[config.mk]
export PLATFORM = sky130hd
export DESIGN_NAME = cobs_stream_decoder_top_flat
export DESIGN_NICKNAME = d
export VERILOG_FILES = /design/src/hdl/csd_pkg.sv /design/src/hdl/csd_req_if.sv /design/src/hdl/csd_rsp_if.sv /design/src/hdl/csd_decode_core.sv /design/src/hdl/csd_out_buffer.sv /design/src/hdl/cobs_stream_decoder_top.sv /design/src/flat_wrapper.sv
export SDC_FILE = /design/constraint.sdc
export NUM_CORES = 1
export LEC_CHECK = 0
export BUFFER_PORTS_ARGS = -buffer_cell sky130_fd_sc_hd__clkbuf_2
export CAP_MARGIN = 10
export CORE_MARGIN = 2
export CORE_UTILIZATION = 54
export CTS_BUF_LIST = sky130_fd_sc_hd__clkbuf_4 sky130_fd_sc_hd__clkbuf_8 sky130_fd_sc_hd__clkbuf_16
export CTS_CLUSTER_SIZE = 16
export DETAILED_ROUTE_END_ITERATION = 10
export HOLD_SLACK_MARGIN = 0.06
export PLACE_DENSITY = 0.73
export SKIP_CTS_REPAIR_TIMING = 1
export SLEW_MARGIN = 20
export SYNTH_ARGS = -nofsm -noshare
export SYNTH_HDL_FRONTEND = slang
export SYNTH_SLANG_ARGS = --single-unit
export TNS_END_PERCENT = 20
[constraint.sdc]
create_clock -name clock -period 4.3 [get_ports clock]
set_clock_uncertainty 0.2 [all_clocks]
set_input_delay 1.29 -clock clock [delete_from_list [all_inputs] [get_ports clock]]
set_output_delay 1.29 -clock clock [all_outputs]
set_load 0.05 [all_outputs]
[src/hdl/csd_pkg.sv]
package csd_pkg;

   localparam int unsigned BYTE_W = 8;
   localparam int unsigned STATUS_W = 2;
   localparam int unsigned CSR_INDEX_W = 1;
   localparam int unsigned CSR_DATA_W = 8;

   // Status codes carried with every result word.
   localparam logic [STATUS_W-1:0] ST_OK = 2'd0;
   localparam logic [STATUS_W-1:0] ST_END = 2'd1;
   localparam logic [STATUS_W-1:0] ST_ERR = 2'd2;

   // Control register indexes.
   localparam logic [CSR_INDEX_W-1:0] CSR_DELIMITER = 1'd0;
   localparam logic [CSR_INDEX_W-1:0] CSR_DEPTH = 1'd1;

   localparam logic [BYTE_W-1:0] DELIMITER_RESET = 8'd0;
   localparam logic [BYTE_W-1:0] DEPTH_RESET = 8'd255;

   typedef struct packed {
      logic                valid;
      logic [BYTE_W-1:0]   out_byte;
      logic [STATUS_W-1:0] status;
   } result_type;

endpackage

[src/hdl/csd_req_if.sv]
interface csd_req_if;
   import csd_pkg::*;

   logic              valid;
   logic              ready;
   logic [BYTE_W-1:0] in_byte;

   modport source (output valid, output in_byte, input ready);
   modport sink (input valid, input in_byte, output ready);
endinterface

[src/hdl/csd_rsp_if.sv]
interface csd_rsp_if;
   import csd_pkg::*;

   logic                valid;
   logic                ready;
   logic [BYTE_W-1:0]   out_byte;
   logic [STATUS_W-1:0] status;

   modport source (output valid, output out_byte, output status, input ready);
   modport sink (input valid, input out_byte, input status, output ready);
endinterface

[src/hdl/csd_decode_core.sv]
module csd_decode_core
   import csd_pkg::*;
(
   input  logic                   clock,
   input  logic                   reset,
   input  logic                   csr_we,
   input  logic [CSR_INDEX_W-1:0] csr_index,
   input  logic [CSR_DATA_W-1:0]  csr_data,
   csd_req_if.sink                req_chan,
   input  logic                   out_full,
   output result_type             res
);

   typedef enum logic [1:0] {
      MODE_SERVICE,
      MODE_REGULAR,
      MODE_SWAP,
      MODE_WAIT
   } mode_type;

   logic [BYTE_W-1:0] delim_ff;
   logic [BYTE_W-1:0] depth_ff;
   mode_type          mode_ff, mode_in;
   logic [BYTE_W-1:0] swap_ff, swap_in;
   logic [BYTE_W-1:0] svc_ff, svc_in;
   logic              hold_v_ff;
   logic [BYTE_W-1:0] hold_byte_ff;
   logic              advance;
   logic              is_delim;
   logic              over_depth;
   logic [BYTE_W-1:0] offset_val;
   result_type        res_in;

   assign advance = hold_v_ff && !out_full;
   assign req_chan.ready = !hold_v_ff || !out_full;

   assign is_delim = (hold_byte_ff == delim_ff);
   assign over_depth = (hold_byte_ff > depth_ff);
   // A zero offset stands for a nonzero delimiter value.
   assign offset_val = (hold_byte_ff == '0 && delim_ff != '0) ? delim_ff : hold_byte_ff;

   always_comb begin
      logic              step;
      logic [BYTE_W-1:0] swap_base;
      logic [BYTE_W-1:0] swap_dec;
      logic [BYTE_W-1:0] svc_dec;
      step = 1'b0;
      swap_base = swap_ff;
      swap_dec = '0;
      svc_dec = svc_ff - 1'b1;
      mode_in = mode_ff;
      swap_in = swap_ff;
      svc_in = svc_ff;
      res_in = '0;
      case (mode_ff)
         MODE_SERVICE: begin
            if (is_delim) begin
               mode_in = MODE_SERVICE;
               swap_in = '0;
               svc_in = depth_ff;
            end else if (over_depth) begin
               res_in = '{valid: 1'b1, out_byte: hold_byte_ff, status: ST_ERR};
               mode_in = MODE_WAIT;
            end else begin
               swap_base = offset_val;
               step = 1'b1;
            end
         end
         MODE_REGULAR: begin
            if (is_delim) begin
               res_in = '{valid: 1'b1, out_byte: hold_byte_ff, status: ST_ERR};
               mode_in = MODE_WAIT;
            end else begin
               res_in = '{valid: 1'b1, out_byte: hold_byte_ff, status: ST_OK};
               step = 1'b1;
            end
         end
         MODE_SWAP: begin
            if (is_delim) begin
               res_in = '{valid: 1'b1, out_byte: hold_byte_ff, status: ST_END};
               mode_in = MODE_SERVICE;
               swap_in = '0;
               svc_in = depth_ff;
            end else if (over_depth) begin
               res_in = '{valid: 1'b1, out_byte: hold_byte_ff, status: ST_ERR};
               mode_in = MODE_WAIT;
            end else begin
               res_in = '{valid: 1'b1, out_byte: delim_ff, status: ST_OK};
               swap_base = offset_val;
               step = 1'b1;
            end
         end
         default: begin
            if (is_delim) begin
               mode_in = MODE_SERVICE;
               swap_in = '0;
               svc_in = depth_ff;
            end
         end
      endcase
      if (step) begin
         swap_dec = swap_base - 1'b1;
         swap_in = swap_dec;
         // The service byte wins over a swap position landing on the same byte.
         if (svc_dec == '0) begin
            mode_in = MODE_SERVICE;
            svc_in = depth_ff;
         end else if (swap_dec == '0) begin
            mode_in = MODE_SWAP;
            svc_in = svc_dec;
         end else begin
            mode_in = MODE_REGULAR;
            svc_in = svc_dec;
         end
      end
   end

   assign res = '{valid: advance && res_in.valid, out_byte: res_in.out_byte,
                  status: res_in.status};

   always_ff @(posedge clock) begin
      if (reset) begin
         delim_ff <= DELIMITER_RESET;
         depth_ff <= DEPTH_RESET;
         mode_ff <= MODE_SERVICE;
         swap_ff <= '0;
         svc_ff <= DEPTH_RESET;
         hold_v_ff <= 1'b0;
      end else begin
         if (csr_we) begin
            case (csr_index)
               CSR_DELIMITER: delim_ff <= csr_data;
               CSR_DEPTH: depth_ff <= csr_data;
               default: ;
            endcase
         end
         if (advance) begin
            mode_ff <= mode_in;
            swap_ff <= swap_in;
            svc_ff <= svc_in;
         end
         if (req_chan.ready) begin
            hold_v_ff <= req_chan.valid;
         end
      end
      if (req_chan.valid && req_chan.ready) begin
         hold_byte_ff <= req_chan.in_byte;
      end
   end

   a_status_legal: assert property (@(posedge clock) disable iff (reset)
      res.valid |-> (res.status == ST_OK || res.status == ST_END || res.status == ST_ERR))
      else $error("result with undefined status code");

   a_err_waits: assert property (@(posedge clock) disable iff (reset)
      (res.valid && res.status == ST_ERR) |=> mode_ff == MODE_WAIT)
      else $error("error result did not enter wait mode");

   a_end_restarts: assert property (@(posedge clock) disable iff (reset)
      (res.valid && res.status == ST_END) |=> (mode_ff == MODE_SERVICE && swap_ff == '0))
      else $error("frame end did not restart the decoder");

endmodule

[src/hdl/csd_out_buffer.sv]
module csd_out_buffer
   import csd_pkg::*;
(
   input  logic       clock,
   input  logic       reset,
   input  result_type res,
   output logic       out_full,
   csd_rsp_if.source  rsp_chan
);

   logic [1:0]          count_ff, count_in;
   logic [BYTE_W-1:0]   byte0_ff, byte1_ff;
   logic [STATUS_W-1:0] status0_ff, status1_ff;
   logic                push;
   logic                pop;

   assign push = res.valid;
   assign pop = rsp_chan.valid && rsp_chan.ready;
   assign out_full = (count_ff == 2'd2);

   assign rsp_chan.valid = (count_ff != 2'd0);
   assign rsp_chan.out_byte = byte0_ff;
   assign rsp_chan.status = status0_ff;

   always_comb begin
      count_in = count_ff;
      if (push && !pop) begin
         count_in = count_ff + 2'd1;
      end else if (pop && !push) begin
         count_in = count_ff - 2'd1;
      end
   end

   always_ff @(posedge clock) begin
      if (reset) begin
         count_ff <= '0;
      end else begin
         count_ff <= count_in;
      end
      // Slot 0 drives the port; slot 1 catches a word while slot 0 is stalled.
      if (pop) begin
         if (count_ff == 2'd2) begin
            byte0_ff <= byte1_ff;
            status0_ff <= status1_ff;
            if (push) begin
               byte1_ff <= res.out_byte;
               status1_ff <= res.status;
            end
         end else if (push) begin
            byte0_ff <= res.out_byte;
            status0_ff <= res.status;
         end
      end else if (push) begin
         if (count_ff == 2'd0) begin
            byte0_ff <= res.out_byte;
            status0_ff <= res.status;
         end else begin
            byte1_ff <= res.out_byte;
            status1_ff <= res.status;
         end
      end
   end

   a_count_range: assert property (@(posedge clock) disable iff (reset)
      count_ff != 2'd3)
      else $error("output buffer count out of range");

   a_no_overflow: assert property (@(posedge clock) disable iff (reset)
      push |-> !out_full)
      else $error("word pushed into a full output buffer");

   a_drain: assert property (@(posedge clock) disable iff (reset)
      (pop && !push) |=> count_ff == $past(count_ff) - 2'd1)
      else $error("output buffer count did not follow a pop");

endmodule

[src/hdl/cobs_stream_decoder_top.sv]
// COBS-style stream decoder. Each received byte word on req_chan is decoded
// in a single pass and yields zero or one result word on rsp_chan, carrying
// the decoded byte and a status (0 data, 1 frame end, 2 decoding error).
// The block takes one byte per clock cycle in steady state; a byte is held
// in the input register, is decoded by the compare and counter logic behind
// it, and its result word is written into a two-word output buffer once that
// buffer has room, from where it is presented on rsp_chan. The only thing
// that slows intake is backpressure: req_chan.ready drops when the input
// register holds a byte and the output buffer is full. Service bytes,
// silent restarts and bytes dropped while waiting for a delimiter after an
// error produce no result word. The delimiter value (index 0, reset 0) and
// the block depth (index 1, reset 255) are written through the csr_ port;
// the user must do so only while the decoder is idle, which the block
// itself does not enforce. A new depth is used for range checks at once and
// loaded into the block countdown at the next service byte reload, silent
// restart, frame end or error recovery.
module cobs_stream_decoder_top
   import csd_pkg::*;
(
   input  logic                   clock,
   input  logic                   reset,
   input  logic                   csr_we,
   input  logic [CSR_INDEX_W-1:0] csr_index,
   input  logic [CSR_DATA_W-1:0]  csr_data,
   csd_req_if.sink                req_chan,
   csd_rsp_if.source              rsp_chan
);

   // Result of the decode step, valid only in a cycle where a byte advances.
   result_type res;
   // The output buffer has no room, so the held input byte must wait.
   logic       out_full;

   // Input register, control registers and the decode state machine.
   csd_decode_core u_core (
      .clock     (clock),
      .reset     (reset),
      .csr_we    (csr_we),
      .csr_index (csr_index),
      .csr_data  (csr_data),
      .req_chan  (req_chan),
      .out_full  (out_full),
      .res       (res)
   );

   // Output register with one skid slot, so the response side can stall
   // without a combinational path back to req_chan.ready.
   csd_out_buffer u_out (
      .clock    (clock),
      .reset    (reset),
      .res      (res),
      .out_full (out_full),
      .rsp_chan (rsp_chan)
   );

endmodule

[src/flat_wrapper.sv]
// flat-port wrapper written by rule: the top's interface ports become plain ports
module cobs_stream_decoder_top_flat import csd_pkg::*;
  (clock, reset, csr_we, csr_index, csr_data, req_chan_valid, req_chan_in_byte, req_chan_ready, rsp_chan_valid, rsp_chan_out_byte, rsp_chan_status, rsp_chan_ready);
  csd_req_if req_chan_i ();
  csd_rsp_if rsp_chan_i ();
  input  logic clock;
  input  logic reset;
  input  logic csr_we;
  input  logic [CSR_INDEX_W-1:0] csr_index;
  input  logic [CSR_DATA_W-1:0] csr_data;
  input wire logic [$bits(req_chan_i.valid)-1:0] req_chan_valid;
  input wire logic [$bits(req_chan_i.in_byte)-1:0] req_chan_in_byte;
  output wire logic [$bits(req_chan_i.ready)-1:0] req_chan_ready;
  output wire logic [$bits(rsp_chan_i.valid)-1:0] rsp_chan_valid;
  output wire logic [$bits(rsp_chan_i.out_byte)-1:0] rsp_chan_out_byte;
  output wire logic [$bits(rsp_chan_i.status)-1:0] rsp_chan_status;
  input wire logic [$bits(rsp_chan_i.ready)-1:0] rsp_chan_ready;
  assign req_chan_i.valid = req_chan_valid;
  assign req_chan_i.in_byte = req_chan_in_byte;
  assign req_chan_ready = req_chan_i.ready;
  assign rsp_chan_valid = rsp_chan_i.valid;
  assign rsp_chan_out_byte = rsp_chan_i.out_byte;
  assign rsp_chan_status = rsp_chan_i.status;
  assign rsp_chan_i.ready = rsp_chan_ready;
  cobs_stream_decoder_top u_core (.clock(clock), .reset(reset), .csr_we(csr_we), .csr_index(csr_index), .csr_data(csr_data), .req_chan(req_chan_i), .rsp_chan(rsp_chan_i));
endmodule
==> results of run 1 <==
cells in the final DEF (no fill, tap or decap), drive strengths merged, types with 6 or more instances in the layout:
master and count:
buf 29, nor3 7, or4 6, nand2b 6, a22oi 13, o211ai 8, mux2 10, mux2i 14
xnor2 10, ha 19, edfxtp 28, o21ai 17, clkbuf 43, nor2 48, a21oi 27, inv 21
nand3 18, nand2 31, dfxtp 37, xor2 13
power groups by stage:
stage / clock network (uW) / registers, uW / logic [uW]
after floorplan: 0 / 812 / 510
after global placement: 0 / 792 / 698
after detailed placement: 0 / 794 / 704
after CTS: 543 / 781 / 709
after global routing: 564 / 793 / 838
final: 537 / 784 / 759
worst paths after layout:
kind	slack (ns)	startpoint	end
worst max register to register	0.11	u_core.u_core.hold_byte_ff[7]	u_core.u_core.mode_ff[1]
worst min-delay path	0.29	u_core.u_core.depth_ff[2]	u_core.u_core.depth_ff[2]
worst max-delay path	0.11	u_core.u_core.hold_byte_ff[7]	u_core.u_core.mode_ff[1]
worst min register to register	0.29	u_core.u_core.depth_ff[2]	u_core.u_core.depth_ff[2]
layout make-up:
class	count	area, um^2
clock buffers	10	138
clock inverters	6	66.3
fillers	560	2310
inverters	20	75.1
multi-input cells	302	2120
flip-flops and latches	65	1580
well taps	96	120
repair buffers	62	383
metrics by stage:
stage / cell area (um^2) / util, %
after floorplan: 3820 / -
after global placement: 4170 / 61.3
after detailed placement: 4170 / 61.3
after CTS: 4370 / 64.3
after global routing: 4480 / 66.0
final: 4480 / 66.0
flip-flops by register name, summed over array words and instances, names as in the netlist, 8 cells and up:
name                            flops
u_core.u_core.hold_byte_ff          8
u_core.u_core.delim_ff              8
u_core.u_out.byte1_ff               8
u_core.u_core.svc_ff                8
u_core.u_core.swap_ff               8
u_core.u_out.rsp_chan.out_byte      8
u_core.u_core.depth_ff              8
kinds of logic (layout without fill, tap and decap cells):
| group | Yosys count | count (layout) | synth area share (%) |
|---|---|---|---|
| compound gates | 91 | 91 | 16.0 |
| buf+inv | 37 | 98 | 4.77 |
| mux | 24 | 24 | 6.65 |
| xor+xnor | 23 | 23 | 5.30 |
| fa+ha+maj | 19 | 19 | 6.26 |
| simple gates | 145 | 145 | 19.4 |
| flops | 65 | 65 | 41.6 |
routing by layer:
metal,part of all wire [%],up-vias
met4,2.7,0
met2,48,114
li1,-,1573
met3,6.2,23
met5,0,-
met1,43,1563
critical path: stages (launching register included):
cell      delay [ns]
edfxtp_1        0.46
ha_4            0.31
nand4_1         0.16
nor2_2          0.18
and2b_2         0.26
nor4_4          0.32
buf_4           0.20
o21ai_2         0.06
ha_2            0.20
nor4b_2         0.17
nand2b_1        0.12
a21oi_1         0.07
o32ai_2         0.29
mux2i_1         0.13
or4_4           0.53
or3_1           0.35
a21oi_1         0.12
==> impl_results.md, run 1 <==
* Status: completed
* Fin Hold WS at 0.293 ns
* Tmin final at 4.19 ns
* Clock insertion delay at the later pin of the skew report at 0.36 ns
* Hold Path Stages at 2
* CTS root buffer: clkbuf_8
* GR Overflow Total at 0
* Seq/Total Area, Yosys at 41.6%
* Ys Warns at 0
* TritonCTS clock tree: built
* R2R depth at 16
* Placed cells at 539
* Final setup violating endpoints at 0
* Die ar. at 7720 um^2
* CTS Buf Count at 9
* Top-area cell type share of the netlist area at 22.1%
* FFs w/ async S/R, synth at 0%
* Hpwl dp at 6800 um
* Mapped Avg Cell Area at 9.41 um^2
* WL final at 9330 um
* DP Worst Slack at 0.0408 ns
* Synth area leaders: edfxtp_1 22%, dfxtp_1 19%, ha_1 6.3%
* Vias in the first global route at 2,997
* PwrDens at 464 nW/um^2
* EDFF count, synth at 28
* Cell taking the most area after synthesis: edfxtp_1
* Worst Setup Start Kind: register
* Worst Setup End Kind: register
* Routability cong. at 0.943
* Residual DRC at 0
* CP Class: register to register
* CP arrival at 4.27 ns
* Most numerous cell in the Yosys netlist: nor2_1
* Area of the mapped netlist at 3800 um^2
* Required @ worst endpoint at 4.38 ns
* Sw frac at 36.4%
* Cells after synthesis at 404
* Comb pwr share at 36.5%
* Num rows at 30
* Vias post-DR at 3,273
* Post-route clock period utilization at 97.5%
* Power Internal at 1320 uW
* Core area at 6790 um^2
* Reg clk slew, reported paths at 0.07 ns
* Sink Count at 65
* Distinct cells, synth at 58
* Sequential power share at 37.7%
* Area Overhead vs Synth at 18.0%
* Met1 usage at 33.1%
* Count of max-cap constraint violations at 0
* Worst vdd ir at 212 uV
* Clk pwr share at 25.8%
* Clock Path Buffers at 2
* Die Span Y at 87.9 um
* Share of layout cells above drive strength 1 at 24.5%
* Total Routing Usage GR at 25.4%
* Final nets at 501
* Highest clock rate at 0.239 GHz
* Vias per cell at 5.83
* M2 GR Usage at 41.6%
* Final Max Tran Viols at 0
* Slew @ Worst Pin at 0.769 ns
* # diodes at 0
* Main synth FF type: dfxtp_1
* Power Total at 2080 uW
* Initial Utilization at 55.9%
* Post-route ant nets at 0
* GRT Max-Usage Layer: met2
* Setup_tns at 0 ns
* Initial DRC count at 230
* H-tree depth at 3
* First-pass GRT wire length at 14,900 um
* Initial antenna violation count at 0
* Per-cell routed wire length at 16.6 um
* Die width at 87.9 um
* Port bufs at 33
* Top Ports at 34
* Largest net degree at the start of global routing at 25
* Syn nets at 445
* Leak at 0.00192 uW
* Hold Crit Class: register to register
* Yosys reg bits at 65
* Final setup margin at 0.108 ns
* Rel. slew slack at 48.7%
* Fin cells at 561
* Final hold vios at 0
* 1st-pass router iterations at 6
* Global-route track usage on met3 at 5.37%
* Crit path max fanout at 4
* Sw power at 757 uW
* Synth top cells by count: 48 x nor2_1, 37 x dfxtp_1, 31 x nand2_1
Note: power is estimated with default switching activity, not from simulation.
==> run 2, diff against run 1 <==
--- a/config.mk
+++ b/config.mk
@@ -8,12 +8,12 @@
 export BUFFER_PORTS_ARGS = -buffer_cell sky130_fd_sc_hd__clkbuf_2
 export CAP_MARGIN = 10
 export CORE_MARGIN = 2
-export CORE_UTILIZATION = 54
+export CORE_UTILIZATION = 30
 export CTS_BUF_LIST = sky130_fd_sc_hd__clkbuf_4 sky130_fd_sc_hd__clkbuf_8 sky130_fd_sc_hd__clkbuf_16
 export CTS_CLUSTER_SIZE = 16
 export DETAILED_ROUTE_END_ITERATION = 10
 export HOLD_SLACK_MARGIN = 0.06
-export PLACE_DENSITY = 0.73
+export PLACE_DENSITY = 0.45
 export SKIP_CTS_REPAIR_TIMING = 1
 export SLEW_MARGIN = 20
 export SYNTH_ARGS = -nofsm -noshare
==> run 2 against run 1 <==
  * First-iteration DRC count down 35%
  * Global-route usage down 9.8 points
  * Design area up 4.0%
==> impl_results.md, run 2 (synthesis results as in run 1) <==
* Status: completed
* Worst vdd ir at 214 uV
* Final nets at 504
* Residual DRC at 0
* Sink Count at 65
* Most frequent cells in the layout: 47 x nor2_1, 37 x dfxtp_1, 33 x clkbuf_2
* 1st-pass router iterations at 4
* CP Class: register to register
* Port bufs at 33
* Slew @ Worst Pin at 0.813 ns
* H-tree depth at 3
* TritonCTS clock tree: built
* Area Overhead vs Synth at 22.7%
* Initial Utilization at 30.4%
* Hold Path Stages at 2
* Per-cell routed wire length at 15.7 um
* Num rows at 41
* Final setup violating endpoints at 0
* Met1 usage at 19.8%
* Total Routing Usage GR at 15.6%
* CTS Buf Count at 9
* Crit path max fanout at 5
* Initial antenna violation count at 0
* Required @ worst endpoint at 4.36 ns
* Post-route ant nets at 0
* WL final at 10,000 um
* Tmin final at 4.10 ns
* Final hold vios at 0
* Hold Crit Class: register to register
* CP arrival at 4.16 ns
* Reg clk slew, reported paths at 0.05 ns
* GR Overflow Total at 0
* Cells along the critical path: ha_1 > nand4_1 > nor2_2 > and2b_2 > nor4_4 > nand3_1 > o21ai_2 > ha_2 > inv_1 > a2111oi_2 > a2bb2oi_1 > mux2i_1 > or4_1 > or3_1 > a21oi_1
* Vias per cell at 4.88
* Top Ports at 34
* Highest clock rate at 0.244 GHz
* Worst Path Buf+Inv at 1
* Worst flop-to-flop path startpoint: u_core.u_core.hold_byte_ff[5]
* CP peak stage delay at 0.54 ns
* Setup_tns at 0 ns
* Initial DRC count at 150
* Routability cong. at 0.853
* R2R setup slack at 0.20 ns
* First-pass GRT wire length at 15,900 um
* Count of max-cap constraint violations at 0
* RR Endpoint: u_core.u_core.mode_ff[1]
* Core area at 12,500 um^2
* Die ar. at 13,600 um^2
* # diodes at 0
* Post-route clock period utilization at 95.3%
* Placed inst area at 4300 um^2
* Share of layout cells above drive strength 1 at 24.4%
* Final Max Tran Viols at 0
* Clock Path Buffers at 2
* M2 GR Usage at 25.5%
* Worst Setup Start Kind: register
* Clock insertion delay at the later pin of the skew report at 0.33 ns
* CTS root buffer: clkbuf_16
* Die Span Y at 117 um
* Leak at 0.00197 uW
* Finished Cell Area at 4660 um^2
* Hold endpoint: u_core.u_core.depth_ff[6]
* CP max stage cell: or4_1
* Fill cells at 1,352
* Vias in the first global route at 3,084
* Worst Setup End Kind: register
* R2R depth at 15
* CP delay by family, top: simple AND/OR/NAND/NOR gates
* PwrDens at 474 nW/um^2
* Largest net degree at the start of global routing at 25
* GRT Max-Usage Layer: met2
* Hpwl dp at 7540 um
* Vias post-DR at 3,124
* Rel. slew slack at 45.8%
* Global-route track usage on met3 at 4.10%
* Die width at 117 um
* Hold Startpoint: u_core.u_core.depth_ff[6]
* Commonest non-fill, non-tap cell in the layout: nor2_1
## run 2: cell count changes in the layout (fill, tap and decap cells not counted), moves of 2 or more
cell       delta
clkinv_2      +2
clkbuf_8      -9
clkinv_4      -2
dfxtp_1       +2
clkbuf_16     +9
dfxtp_2       -2
clkbuf_4      +2
buf_4         +3
## run 2: layout make-up
class                      instances  area (um^2)  area share (%)
clock buffer                      12          254            5.45
tap                              172          215            4.62
inverter                          20         75.1            1.61
sequential                        65         1580            33.9
clock inverter                     4         20.0           0.430
multi-input combinational        302         2110            45.3
timing repair buffer              65          405            8.70
## run 2: worst max-delay path by stage
stage | startpoint | endpoint | slack [ns] | cells after the start
6_report | u_core.u_core.hold_byte_ff[5] | u_core.u_core.mode_ff[1] | 0.20 | 15
5_1_grt | u_core.u_core.hold_byte_ff[7] | u_core.u_core.mode_ff[1] | -0.03 | 15
4_1_cts | u_core.u_core.hold_byte_ff[7] | u_core.u_core.mode_ff[1] | 0.09 | 15
3_5_place_dp | u_core.u_core.hold_byte_ff[7] | u_core.u_core.mode_ff[1] | 0.11 | 15
3_3_place_gp | u_core.u_core.hold_byte_ff[7] | u_core.u_core.mode_ff[1] | 0.18 | 15
2_1_floorplan | u_core.u_core.hold_byte_ff[7] | u_core.u_core.mode_ff[1] | 0.006 | 16
## run 2: worst reg2reg max path, cell delays in order, from the launching register on
cell and delay (ns):
edfxtp_1 0.41, ha_1 0.33, nand4_1 0.16, nor2_2 0.18, and2b_2 0.27, nor4_4 0.40, nand3_1 0.15, o21ai_2 0.09
ha_2 0.21, inv_1 0.09, a2111oi_2 0.21, a2bb2oi_1 0.20, mux2i_1 0.10, or4_1 0.54, or3_1 0.37, a21oi_1 0.12
## run 2: power by group
group          total (uW)  leakage [uW]  switching [uW]  internal, uW
Combinational         755       0.00126             438           317
Clock                 669      0.000143             255           414
Sequential            783      0.000568            62.9           720
Total                2210       0.00197             757          1450
## run 2: through the flow
stage / power (uW) / hold WS, ns / instances / utilization (%) / setup WS [ns]
2_1_floorplan: 1320 / 0.256 / 404 / - / 0.00589
6_report: 2210 / 0.288 / 640 / 37.2 / 0.203
4_1_cts: 2200 / 0.293 / 636 / 36.5 / 0.0896
3_3_place_gp: 1520 / 0.278 / 620 / 34.4 / 0.180
5_1_grt: 2350 / 0.314 / 640 / 37.2 / -0.0274
3_5_place_dp: 1510 / 0.285 / 620 / 34.4 / 0.109
## run 2: per-layer routing
metal  part of all wire (%)  vias to the layer above
met2                     49                       50
met4                    2.2                        0
li1                       -                     1579
met5                      0                        -
met1                     46                     1479
met3                    3.0                       16
==> run 3, diff against run 2 <==
--- a/config.mk
+++ b/config.mk
@@ -6,14 +6,14 @@
 export NUM_CORES = 1
 export LEC_CHECK = 0
 export BUFFER_PORTS_ARGS = -buffer_cell sky130_fd_sc_hd__clkbuf_2
-export CAP_MARGIN = 10
+export CAP_MARGIN = 20
 export CORE_MARGIN = 2
-export CORE_UTILIZATION = 30
+export CORE_UTILIZATION = 40
 export CTS_BUF_LIST = sky130_fd_sc_hd__clkbuf_4 sky130_fd_sc_hd__clkbuf_8 sky130_fd_sc_hd__clkbuf_16
 export CTS_CLUSTER_SIZE = 16
 export DETAILED_ROUTE_END_ITERATION = 10
 export HOLD_SLACK_MARGIN = 0.06
-export PLACE_DENSITY = 0.45
+export PLACE_DENSITY = 0.57
 export SKIP_CTS_REPAIR_TIMING = 1
 export SLEW_MARGIN = 20
 export SYNTH_ARGS = -nofsm -noshare
==> run 3 against run 2 <==
  * Sequential cell count did not move
  * Design area fell by 3.5%
  * Clock-buffer cell count fell by 2
  * Clock power fell by 32%
  * Sequential power barely moved
  * Register-to-register slack got worse by 0.08 ns
  * Non-clock buffer count fell by 1
  * Critical endpoint unchanged
  * Largest power group unchanged
==> impl_results.md, run 3 (synthesis results as in run 1) <==
* Status: completed
* PwrDens at 444 nW/um^2
* Post-route clock period utilization at 97.1%
* Num rows at 35
* Most frequent cells in the layout: 47 x nor2_1, 37 x dfxtp_1, 33 x clkbuf_2
* First-pass GRT wire length at 15,300 um
* Highest clock rate at 0.239 GHz
* 1st-pass router iterations at 4
* CTS root buffer: clkbuf_8
* Initial DRC count at 148
* Clock insertion delay at the later pin of the skew report at 0.35 ns
* Share of layout cells above drive strength 1 at 24.4%
* Count of max-cap constraint violations at 0
* WL final at 9940 um
* CP Class: register to register
* Leak at 0.00190 uW
* Per-cell routed wire length at 16.7 um
* Commonest non-fill, non-tap cell in the layout: nor2_1
* CP peak stage delay at 0.54 ns
* Final setup violating endpoints at 0
* Rel. slew slack at 44.2%
* Routability cong. at 0.918
* Final hold vios at 0
* Crit path max fanout at 6
* Residual DRC at 0
* Die ar. at 10,300 um^2
* H-tree depth at 3
* Top Ports at 34
* TritonCTS clock tree: built
* Vias per cell at 5.37
* Final nets at 503
* Area Overhead vs Synth at 18.4%
* # diodes at 0
* Setup_tns at 0 ns
* Slew @ Worst Pin at 0.837 ns
* Port bufs at 33
* Hold Crit Class: register to register
* Initial Utilization at 41.1%
* Tmin final at 4.18 ns
* Die Span Y at 101 um
* Initial antenna violation count at 0
* Reg clk slew, reported paths at 0.08 ns
* Worst Setup Start Kind: register
* Vias in the first global route at 3,036
* Core area at 9240 um^2
* Sink Count at 65
* Largest net degree at the start of global routing at 25
* Hpwl dp at 7150 um
* CP arrival at 4.25 ns
* GR Overflow Total at 0
* Post-route ant nets at 0
* Worst Setup End Kind: register
* Vias post-DR at 3,201
* R2R setup slack at 0.12 ns
* Clock Path Buffers at 2
* Cells along the critical path: buf_4 > xor2_1 > nor4_1 > and2_2 > nor4_4 > buf_4 > nand3b_1 > o21ai_2 > ha_2 > nor4b_2 > nand2b_1 > a21oi_1 > o32ai_1 > mux2i_1 > or4_4 > or3_1 > a21oi_1
* CTS Buf Count at 9
* CP max stage cell: or4_4
* Total Routing Usage GR at 19.6%
* Die width at 101 um
* Required @ worst endpoint at 4.38 ns
* Fill cells at 881
* Worst vdd ir at 181 uV
* Fin Hold WS at 0.287 ns
* Final Max Tran Viols at 0
-- run 3: routing by layer --
| layer | share of wire [%] | global-route usage [%] | routed length, um |
|---|---|---|---|
| met5 | 0 | 0 | 0 |
| met4 | 1.9 | 9.15 | 191 |
| met3 | 5.4 | 3.31 | 536 |
| met2 | 49 | 32.0 | 4820 |
| met1 | 44 | 25.3 | 4390 |
-- run 3: report_power, final --
part	switching, uW	leakage, uW	internal, uW
clock network	243	0.0000791	211
registers	62.0	0.000568	719
logic	445	0.00125	317
total	750	0.00190	1250
-- run 3: critical path: cells and delay by family (launching register included) --
family / cells / cell delay [ns]
simple gates: 8 / 2.12
compound gates: 4 / 0.51
fa+ha+maj: 1 / 0.19
xor+xnor: 1 / 0.14
buf+inv: 2 / 0.36
flops: 1 / 0.43
mux: 1 / 0.16
-- run 3: worst paths after layout --
| check | cells after the start | end | startpoint |
|---|---|---|---|
| worst max register to register | 17 | u_core.u_core.mode_ff[1] | u_core.u_core.hold_byte_ff[4] |
| worst min-delay path | 2 | u_core.u_core.depth_ff[7] | u_core.u_core.depth_ff[7] |
| worst max-delay path | 17 | u_core.u_core.mode_ff[1] | u_core.u_core.hold_byte_ff[4] |
| worst min register to register | 2 | u_core.u_core.depth_ff[7] | u_core.u_core.depth_ff[7] |
-- run 3: layout make-up --
cell class | count | area, um^2 | area share (%)
tap | 129 | 161 | 3.59
clock inverter | 6 | 36.3 | 0.807
multi-input combinational | 302 | 2110 | 47.0
clock buffer | 10 | 131 | 2.92
timing repair buffer | 64 | 398 | 8.85
inverter | 20 | 75.1 | 1.67
sequential | 65 | 1580 | 35.2
-- run 3: through the flow --
stage                     util [%]  worst slack (ns)  cell area, um^2  cells  total power, uW
after floorplan                  -           0.00589             3820    404             1320
after global placement        45.6             0.161             4220    573             1490
after detailed placement      45.6            0.0861             4220    573             1490
after CTS                     47.4            0.0534             4380    589             1960
after global routing          48.7           -0.0423             4500    596             2130
final                         48.7             0.124             4500    596             2000
